--- config.mk ---
export PLATFORM = sky130hd
export DESIGN_NAME = pci_class_match_scanner_top
export DESIGN_NICKNAME = d
export VERILOG_FILES = /design/src/sv/pcms_pkg.sv /design/src/sv/pci_class_match_scanner_top.sv
export SDC_FILE = /design/constraint.sdc
export NUM_CORES = 1
export LEC_CHECK = 0
export BUFFER_PORTS_ARGS = -buffer_cell sky130_fd_sc_hd__buf_2
export CORE_MARGIN = 2
export CORE_UTILIZATION = 25
export CTS_CLUSTER_SIZE = 25
export DETAILED_ROUTE_END_ITERATION = 8
export PLACE_DENSITY = 0.4
export SETUP_SLACK_MARGIN = 0.15
export SLEW_MARGIN = 40
export SYNTH_ARGS = -nofsm -noshare
export SYNTH_HDL_FRONTEND = slang
export SYNTH_SLANG_ARGS = --single-unit
--- constraint.sdc ---
create_clock -name clock -period 7.18 [get_ports clock]
set_input_delay 1.436 -clock clock [delete_from_list [all_inputs] [get_ports clock]]
set_output_delay 1.436 -clock clock [all_outputs]
set_load 0.05 [all_outputs]
--- src/sv/pcms_pkg.sv ---
package pcms_pkg;

   // scan size
   localparam int BUS_COUNT     = 256;
   localparam int MAX_FUNCTIONS = 8;

   localparam logic [7:0] LAST_BUS      = 8'(BUS_COUNT - 1);
   localparam logic [4:0] LAST_DEVICE   = 5'd31;
   localparam logic [2:0] LAST_FUNCTION = 3'(MAX_FUNCTIONS - 1);

   // result kinds
   localparam logic [1:0] KIND_READ    = 2'd0;
   localparam logic [1:0] KIND_FOUND   = 2'd1;
   localparam logic [1:0] KIND_NONE    = 2'd2;
   localparam logic [1:0] KIND_IGNORED = 2'd3;

   // request commands
   localparam logic CMD_START = 1'b0;
   localparam logic CMD_DATA  = 1'b1;

   // register indexes
   localparam logic [1:0] CSR_TARGET_CLASS    = 2'd0;
   localparam logic [1:0] CSR_TARGET_SUBCLASS = 2'd1;
   localparam logic [1:0] CSR_TARGET_PROGIF   = 2'd2;

   // register reset values
   localparam logic [7:0] RESET_CLASS    = 8'h01;
   localparam logic [7:0] RESET_SUBCLASS = 8'h06;
   localparam logic [7:0] RESET_PROGIF   = 8'h01;

   // config space dword offsets
   localparam logic [7:0] OFFSET_ID     = 8'h00;
   localparam logic [7:0] OFFSET_CLASS  = 8'h08;
   localparam logic [7:0] OFFSET_HEADER = 8'h0C;

   localparam logic [15:0] VENDOR_ABSENT = 16'hFFFF;

   typedef enum logic [2:0] {
      PHASE_ID     = 3'b001,
      PHASE_CLASS  = 3'b010,
      PHASE_HEADER = 3'b100
   } phase_type;

   typedef struct packed {
      logic [7:0]  header_byte;
      logic [7:0]  progif_byte;
      logic [7:0]  subclass_byte;
      logic [7:0]  class_byte;
      logic [15:0] device_ident;
      logic [15:0] vendor_ident;
      logic [2:0]  found_function;
      logic [4:0]  found_device;
      logic [7:0]  found_bus;
      logic [31:0] cfg_address;
   } rsp_payload_type;

   localparam int RSP_DATA_W = $bits(rsp_payload_type);

   // mechanism #1 address: enable, bus, device, function, dword offset
   function automatic logic [31:0] make_address(input logic [7:0] bus,
                                                input logic [4:0] dev,
                                                input logic [2:0] fn,
                                                input logic [7:0] offset);
      make_address = {1'b1, 7'd0, bus, dev, fn, offset & 8'hFC};
   endfunction

endpackage

--- src/sv/pci_class_match_scanner_top.sv ---
// pci class match scanner: brute-force walk of every bus, device and function through
// configuration mechanism #1 addresses, stopping at the first function whose class,
// subclass and programming interface equal the three target registers. a start request
// (tuser 0) resets the walk to bus 0 device 0 function 0 and answers with the first read
// address; each data request (tuser 1) carries the dword read at the last address and
// answers with exactly one response: the next read address (kind 0), the match with its
// location, ids, class bytes and header type (kind 1), none found after the last bus
// (kind 2), or ignored when no scan is running (kind 3). a request is accepted every
// cycle while the response side is not stalled; its response passes through the input
// register and the response register with one level of compare and increment logic
// between them. the input register can still take one request while a response is
// stalled downstream. targets may be rewritten only while no scan is in flight.
module pci_class_match_scanner_top (
   input  logic                           clock,
   input  logic                           reset,
   // request channel
   input  logic                           req_tvalid,
   output logic                           req_tready,
   input  logic [31:0]                    req_tdata,   // read_data
   input  logic                           req_tuser,   // cmd
   // response channel
   output logic                           rsp_tvalid,
   input  logic                           rsp_tready,
   // cfg_address, found_bus, found_device, found_function, vendor_ident,
   // device_ident, class_byte, subclass_byte, progif_byte, header_byte
   output logic [pcms_pkg::RSP_DATA_W-1:0] rsp_tdata,
   output logic [1:0]                     rsp_tuser,   // kind
   // target registers
   input  logic                           csr_we,
   input  logic [1:0]                     csr_index,
   input  logic [7:0]                     csr_wdata
);
   import pcms_pkg::*;

   // target registers
   logic [7:0] target_class_ff, target_subclass_ff, target_progif_ff;

   // input stage
   logic        in_valid_ff;
   logic        in_cmd_ff;
   logic [31:0] in_data_ff;

   // scan state
   logic        busy_ff, busy_in;
   phase_type   phase_ff, phase_in;
   logic [7:0]  bus_ff, bus_in;
   logic [4:0]  dev_ff, dev_in;
   logic [2:0]  fn_ff, fn_in;
   logic        multi_ff, multi_in;
   logic [31:0] id_ff, id_in;
   logic [23:0] class_ff, class_in;

   // response stage
   logic            rsp_valid_ff;
   logic [1:0]      rsp_kind_ff, rsp_kind_in;
   rsp_payload_type rsp_data_ff, rsp_data_in;

   // step control
   logic       step;        // input stage moves into the response register
   logic       out_free;    // response register can take a new value
   logic       go_fn;       // move on to the next function
   logic       go_dev;      // move on to the next device
   logic       more;        // another function remains to probe
   logic [7:0] header;

   assign out_free   = !rsp_valid_ff || rsp_tready;
   assign step       = in_valid_ff && out_free;
   assign req_tready = !in_valid_ff || out_free;

   assign rsp_tvalid = rsp_valid_ff;
   assign rsp_tuser  = rsp_kind_ff;
   assign rsp_tdata  = rsp_data_ff;

   assign header   = in_data_ff[23:16];

   always_comb begin
      busy_in     = busy_ff;
      phase_in    = phase_ff;
      bus_in      = bus_ff;
      dev_in      = dev_ff;
      fn_in       = fn_ff;
      multi_in    = multi_ff;
      id_in       = id_ff;
      class_in    = class_ff;
      rsp_kind_in = KIND_READ;
      rsp_data_in = '0;
      go_fn       = 1'b0;
      go_dev      = 1'b0;
      more        = 1'b0;

      if (in_cmd_ff == CMD_START) begin
         // start or restart from the very first function
         busy_in                 = 1'b1;
         phase_in                = PHASE_ID;
         bus_in                  = '0;
         dev_in                  = '0;
         fn_in                   = '0;
         multi_in                = 1'b0;
         rsp_data_in.cfg_address = make_address('0, '0, '0, OFFSET_ID);
      end else if (!busy_ff) begin
         rsp_kind_in = KIND_IGNORED;
      end else begin
         case (phase_ff)
            PHASE_CLASS: begin
               class_in                = in_data_ff[31:8];
               phase_in                = PHASE_HEADER;
               rsp_data_in.cfg_address = make_address(bus_ff, dev_ff, fn_ff, OFFSET_HEADER);
            end
            PHASE_HEADER: begin
               if (fn_ff == 3'd0) begin
                  multi_in = header[7];
               end
               if (class_ff[23:16] == target_class_ff &&
                   class_ff[15:8]  == target_subclass_ff &&
                   class_ff[7:0]   == target_progif_ff) begin
                  busy_in                    = 1'b0;
                  phase_in                   = PHASE_ID;
                  rsp_kind_in                = KIND_FOUND;
                  rsp_data_in.found_bus      = bus_ff;
                  rsp_data_in.found_device   = dev_ff;
                  rsp_data_in.found_function = fn_ff;
                  rsp_data_in.vendor_ident   = id_ff[15:0];
                  rsp_data_in.device_ident   = id_ff[31:16];
                  rsp_data_in.class_byte     = class_ff[23:16];
                  rsp_data_in.subclass_byte  = class_ff[15:8];
                  rsp_data_in.progif_byte    = class_ff[7:0];
                  rsp_data_in.header_byte    = header;
               end else begin
                  go_fn = 1'b1;
               end
            end
            default: begin
               // id dword; an absent vendor on function 0 drops the whole device
               id_in = in_data_ff;
               if (in_data_ff[15:0] == VENDOR_ABSENT) begin
                  if (fn_ff == 3'd0) begin
                     go_dev = 1'b1;
                  end else begin
                     go_fn = 1'b1;
                  end
               end else begin
                  phase_in                = PHASE_CLASS;
                  rsp_data_in.cfg_address = make_address(bus_ff, dev_ff, fn_ff, OFFSET_CLASS);
               end
            end
         endcase
      end

      // next function within the device, else fall through to the next device;
      // function 0's header bit 7 opens functions 1 and up
      if (go_fn) begin
         if (multi_in && fn_ff != LAST_FUNCTION) begin
            fn_in = fn_ff + 3'd1;
            more  = 1'b1;
         end else begin
            go_dev = 1'b1;
         end
      end

      // next device, wrapping into the next bus
      if (go_dev) begin
         fn_in    = '0;
         multi_in = 1'b0;
         if (dev_ff != LAST_DEVICE) begin
            dev_in = dev_ff + 5'd1;
            more   = 1'b1;
         end else begin
            dev_in = '0;
            if (bus_ff != LAST_BUS) begin
               bus_in = bus_ff + 8'd1;
               more   = 1'b1;
            end else begin
               bus_in = '0;
            end
         end
      end

      // issue the id read of the new function, or report the end of the walk
      if (go_fn || go_dev) begin
         phase_in = PHASE_ID;
         if (more) begin
            rsp_data_in.cfg_address = make_address(bus_in, dev_in, fn_in, OFFSET_ID);
         end else begin
            busy_in     = 1'b0;
            rsp_kind_in = KIND_NONE;
         end
      end
   end

   // target registers
   always_ff @(posedge clock) begin
      if (reset) begin
         target_class_ff    <= RESET_CLASS;
         target_subclass_ff <= RESET_SUBCLASS;
         target_progif_ff   <= RESET_PROGIF;
      end else if (csr_we) begin
         case (csr_index)
            CSR_TARGET_CLASS:    target_class_ff    <= csr_wdata;
            CSR_TARGET_SUBCLASS: target_subclass_ff <= csr_wdata;
            CSR_TARGET_PROGIF:   target_progif_ff   <= csr_wdata;
            default: ;  // writes past the last register are dropped
         endcase
      end
   end

   // input register
   always_ff @(posedge clock) begin
      if (reset) begin
         in_valid_ff <= 1'b0;
      end else if (req_tready) begin
         in_valid_ff <= req_tvalid;
      end
   end

   always_ff @(posedge clock) begin
      if (req_tvalid && req_tready) begin
         in_cmd_ff  <= req_tuser;
         in_data_ff <= req_tdata;
      end
   end

   // scan state advances once per request handed to the response register
   always_ff @(posedge clock) begin
      if (reset) begin
         busy_ff  <= 1'b0;
         phase_ff <= PHASE_ID;
         bus_ff   <= '0;
         dev_ff   <= '0;
         fn_ff    <= '0;
         multi_ff <= 1'b0;
         id_ff    <= '0;
         class_ff <= '0;
      end else if (step) begin
         busy_ff  <= busy_in;
         phase_ff <= phase_in;
         bus_ff   <= bus_in;
         dev_ff   <= dev_in;
         fn_ff    <= fn_in;
         multi_ff <= multi_in;
         id_ff    <= id_in;
         class_ff <= class_in;
      end
   end

   // response register
   always_ff @(posedge clock) begin
      if (reset) begin
         rsp_valid_ff <= 1'b0;
      end else if (out_free) begin
         rsp_valid_ff <= in_valid_ff;
      end
   end

   always_ff @(posedge clock) begin
      if (step) begin
         rsp_kind_ff <= rsp_kind_in;
         rsp_data_ff <= rsp_data_in;
      end
   end

endmodule

---- Word level (Yosys, flattened, before mapping) ----
Cells that the tools add are included.
word-level totals
  register bits ........................... 250
  output and inout port bits .............. 116
  logic and storage cells ................. 121
  input port bits ......................... 48
cells by class
  bitwise operators ....................... 1
  add/subtract/negate cells ............... 3
  mux-type cells .......................... 57
  equal/unequal tests ..................... 14
  reduce and logical (&&, ||, !) cells .... 20
operator list
  kind                                                  count
  2-to-1 mux 32 bit                                     5
  one-hot mux 32 bit (2 select lines)                   1
  2-to-1 mux 8 bit                                      4
  2-to-1 mux 1 bit                                      29
  2-to-1 mux 3 bit                                      9
  equality test 8 bit                                   3
  equality test 16 bit (second input constant)          1
  AND reduction 4 bit                                   4
  2-to-1 mux 5 bit                                      3
  adder 8 x 1 -> 8 bit (second input constant)          1
  2-to-1 mux 2 bit                                      4
  != test 8 bit (second input constant)                 1
  one-hot mux 3 bit (2 select lines)                    1
  AND reduction 2 bit                                   3
  adder 5 x 1 -> 5 bit (second input constant)          1
  logical AND 1 bit                                     5
  != test 5 x 2 -> 1 bit (second input constant)        1
  != test 5 bit (second input constant)                 1
  != test 4 bit (second input constant)                 1
  adder 3 x 1 -> 3 bit (second input constant)          1
  equality test 3 x 2 -> 1 bit (second input constant)  1
  equality test 3 bit (second input constant)           1
  logical NOT 3 bit                                     1
  logical OR 1 bit                                      3
  9 further kinds                                       10

---- Logic depth before layout (Yosys ltp) ----
  word-level depth ........................ 13
  gate-level depth with buffers ........... 11
  mapped depth without buffers ............ 9

---- Worst setup path after synthesis ----
No wires, ideal clock.
  path type ............................... input to register
  from .................................... in rsp_tready
  to ...................................... reg bus_ff[7]
  stages .................................. 6
  arrival time ............................ 5.427 ns
  required time ........................... 7.088 ns
  path slack .............................. 1.661 ns
  path through ............................ nor2b_1 > nand2b_1 > inv_1 > clkbuf_1 > nand4_1 > a221oi_2
between the ends
  longest elaborated chain between the ends .. 2
RTL lines
  element               line                                text
  start, declared       pci_class_match_scanner_top.sv:23   input logic rsp_tready,
  logical OR 1 bit      pci_class_match_scanner_top.sv:66   assign out_free = !rsp_valid_ff || rsp_tready;
  logical AND 1 bit     pci_class_match_scanner_top.sv:67   assign step = in_valid_ff && out_free;
  via step              pci_class_match_scanner_top.sv:59   logic step;
  end signal, assigned  pci_class_match_scanner_top.sv:236  bus_ff <= bus_in;
  end, declared         pci_class_match_scanner_top.sv:46   logic [7:0] bus_ff, bus_in;
The timed path passes the listed nets, and every way through them passes these cells.
A chain may end at the register's enable or synchronous reset.

---- Worst setup path after layout ----
  from .................................... in rsp_tready
  to ...................................... out req_tready
between the ends
  longest elaborated chain between the ends .. 2
RTL lines
  element           line                               text
  logical OR 1 bit  pci_class_match_scanner_top.sv:66
  logical OR 1 bit  pci_class_match_scanner_top.sv:68  assign req_tready = !in_valid_ff || out_free;
  end, declared     pci_class_match_scanner_top.sv:18  output logic req_tready,
No other way between the ends.

==> flow_summary.ini <==
[outcome]
status = complete, no violations

[floorplan]
fp-row-count = 71
initial_utilization_pct = 25.3
die_width_um = 199
core_um2 = 37500
ioPinCount = 164
die_height_um = 199
dieArea_um2 = 39500

[power]
peakVddDrop_uv = 173
leakage_nw = 4.21
p_per_area_nw_per_um2 = 268
p_total_mw = 3.13

[placement]
dp_cells = 1468
dpl_cell_area_um2 = 10800
dp_hpwl_mm = 17.9
port_buffers = 150
place_congestion = 0.726

[worst_setup_path]
arrival_ns = 2.06
worstSetupPathType = in -> out
startpoint_type = primary input
endpoint_kind = output port
r2r-start = phase_ff[2]
setup.worst_path.start = rsp_tready
crit_fanout = 4
crit_required_ns = 5.74

[logic_synthesis]
ys_ff_latch = 237
syn_area_per_cell_um2 = 11.2
async_reset_ff_share_pct = 0
netlist_instances = 842
yosysWarnings = 0
synthXorXnorAreaFrac_pct = 2.22
yosysSeqAreaShare_pct = 64.3
muxShareOfSynthArea_pct = 2.88
synthAdderAreaFrac_pct = 0.793
ys_types = 61
yosys_most_used_dff = edfxtp_1
yosys.area_share.simple_pct = 17.3
synth_compound_area_share_pct = 9.05
synth_top_family_by_area = simple AND/OR/NAND/NOR gates
syn_area_um2 = 9470
synth-edff-count = 134

[route]
vias = 6590
antenna_left = 0
drtIter0Drc = 411
via_per_inst = 4.34
routedWlPerCell_um = 17.7
wirelength_mm = 26.8
first_pass_iters = 5
remaining_drc_errors = 0

[sta]
setup-violations-final = 0
finalSetupTns_ns = 0
period_needed_ns = 3.50
max_freq_mhz = 286
relSlewSlack_pct = 48.3
finClkSkew_ns = 0.0108
grt_setup_unrepaired = false
worst_pin_slew_ns = 0.771
slew_violations = 0
hold_viol = 0
period_share_pct = 48.7

[finish]
final_cell_mix = 149 x buf_2, 142 x nand2_1, 134 x edfxtp_1, 103 x dfxtp_1, 73 x a21oi_1
drive_gt1_share_pct = 22.0
n_antenna_cell = 0
area_delta_synth_final_pct = 23.3
instances_no_fill = 1519
fin_util_pct = 31.1
final_nets = 1041
final_common_cell = buf_2
fin_area_um2 = 11700

[clock_network]
htreeDepth = 1
clk_path_buf_depth = 3
cts.clk_slew.worst_paths_ns = 0.06
postCtsResizedCells = 0
clock_latency_ns = 0.55
numCtsBuffers = 28
root_buffer = clkbuf_16
hold_buffers = 0
tritoncts = done
post_cts_buffers = 0
clock_sink_count = 237

[global_route]
grt_pass1_vias = 6365
antenna_found_initial = 0
grt_start_max_net_pins = 70
grt_use_total_pct = 13.4
grt_first_pass_wirelength_mm = 39.8
grt_overflow = 0

[worst_hold_path]
hold_class = reg -> reg
min_from = id_ff[13]

[job]
max-cap-violations = 0
[area by class of cell]
type | count | area [um^2]
Fill cell | 3959 | 25800
Sequential cell | 237 | 6090
Multi-Input combinational cell | 544 | 3140
Timing Repair Buffer | 158 | 826
Clock buffer | 44 | 813
Tap cell | 511 | 639
Clock inverter | 7 | 95.1
Inverter | 18 | 72.6
[metal layers]
metal  routed length [um]  GRT usage [%]  up-vias  part of all wire, %
met5                    0              0        -                    0
met4                  466           3.23        0                  1.7
met3                 1380           2.46       35                  5.2
met2                12800           22.1      172                   48
met1                12200           18.0     3162                   45
li1                     -              -     3221                    -
[path summary, 6_finish.rpt]
kind | end | slack (ns) | cells after the start
max | req_tready | 3.68 | 4
min | id_ff[13] | 0.45 | 2
max reg2reg | rsp_tdata[95] | 3.93 | 7
min reg2reg | id_ff[13] | 0.45 | 2
[logic make-up (layout without fill, tap and decap cells)]
logic type | Yosys count | after routing
AOI/OAI and AO/OA | 138 | 138
xor gates and xnor gates | 24 | 24
adders and majority gates | 6 | 6
buffers and inverters | 73 | 227
DFF | 237 | 237
muxes | 27 | 27
other | 1 | 13
and+or+nand+nor | 336 | 336
[registers in the layout, summed over array words and instances, names as in the netlist]
name                flops
in_data_ff             32
bus_ff                  8
fn_ff                   3
in_valid_ff             1
rsp_tvalid              1
in_cmd_ff               1
target_progif_ff        8
multi_ff                1
target_class_ff         8
rsp_tdata              99
target_subclass_ff      8
dev_ff                  5
class_ff               24
rsp_tuser               2
id_ff                  32
phase_ff                3
busy_ff                 1
[stage by stage]
stage / hold slack, ns / setup WS [ns]
2_1_floorplan: 0.432 / 1.66
3_3_place_gp: 0.437 / 2.66
3_5_place_dp: 0.442 / 3.27
4_1_cts: 0.451 / 3.68
5_1_grt: 0.463 / 3.61
6_report: 0.448 / 3.68
[power by group]
group	internal, mW	switching, mW	leakage, nW
clock	0.847	0.563	0.441
sequential	1.48	0.0264	2.11
combinational	0.0444	0.170	1.66
total	2.37	0.760	4.21
[synth_stat cells, drive strengths merged, types with 3 or more instances]
master,number,area share [%]
nand2,143,5.7
edfxtp,134,42
dfxtp,103,22
a21oi,74,4.0
and2,70,4.6
nor2,47,1.9
clkbuf,38,1.5
mux2i,25,2.6
nor3,22,1.2
xnor2,20,1.8
inv,18,0.71
buf,17,1.3
o21ai,17,0.90
nand3,14,0.74
nand4,13,0.86
a31oi,10,0.73
and3,6,0.40
ha,6,0.79
o22ai,5,0.33
a22oi,4,0.32
nand2b,4,0.26
o32ai,4,0.37
xor2,4,0.37
nand3b,3,0.24
nor2b,3,0.28
nor3b,3,0.41
o311ai,3,0.28
o31ai,3,0.24
[worst max-delay path, cell delays in order]
cell	delay, ns
buf_2	0.09
nor2b_1	0.20
nand2_1	0.11
buf_2	0.22
No activity file was read; power rests on OpenSTA's default activity.
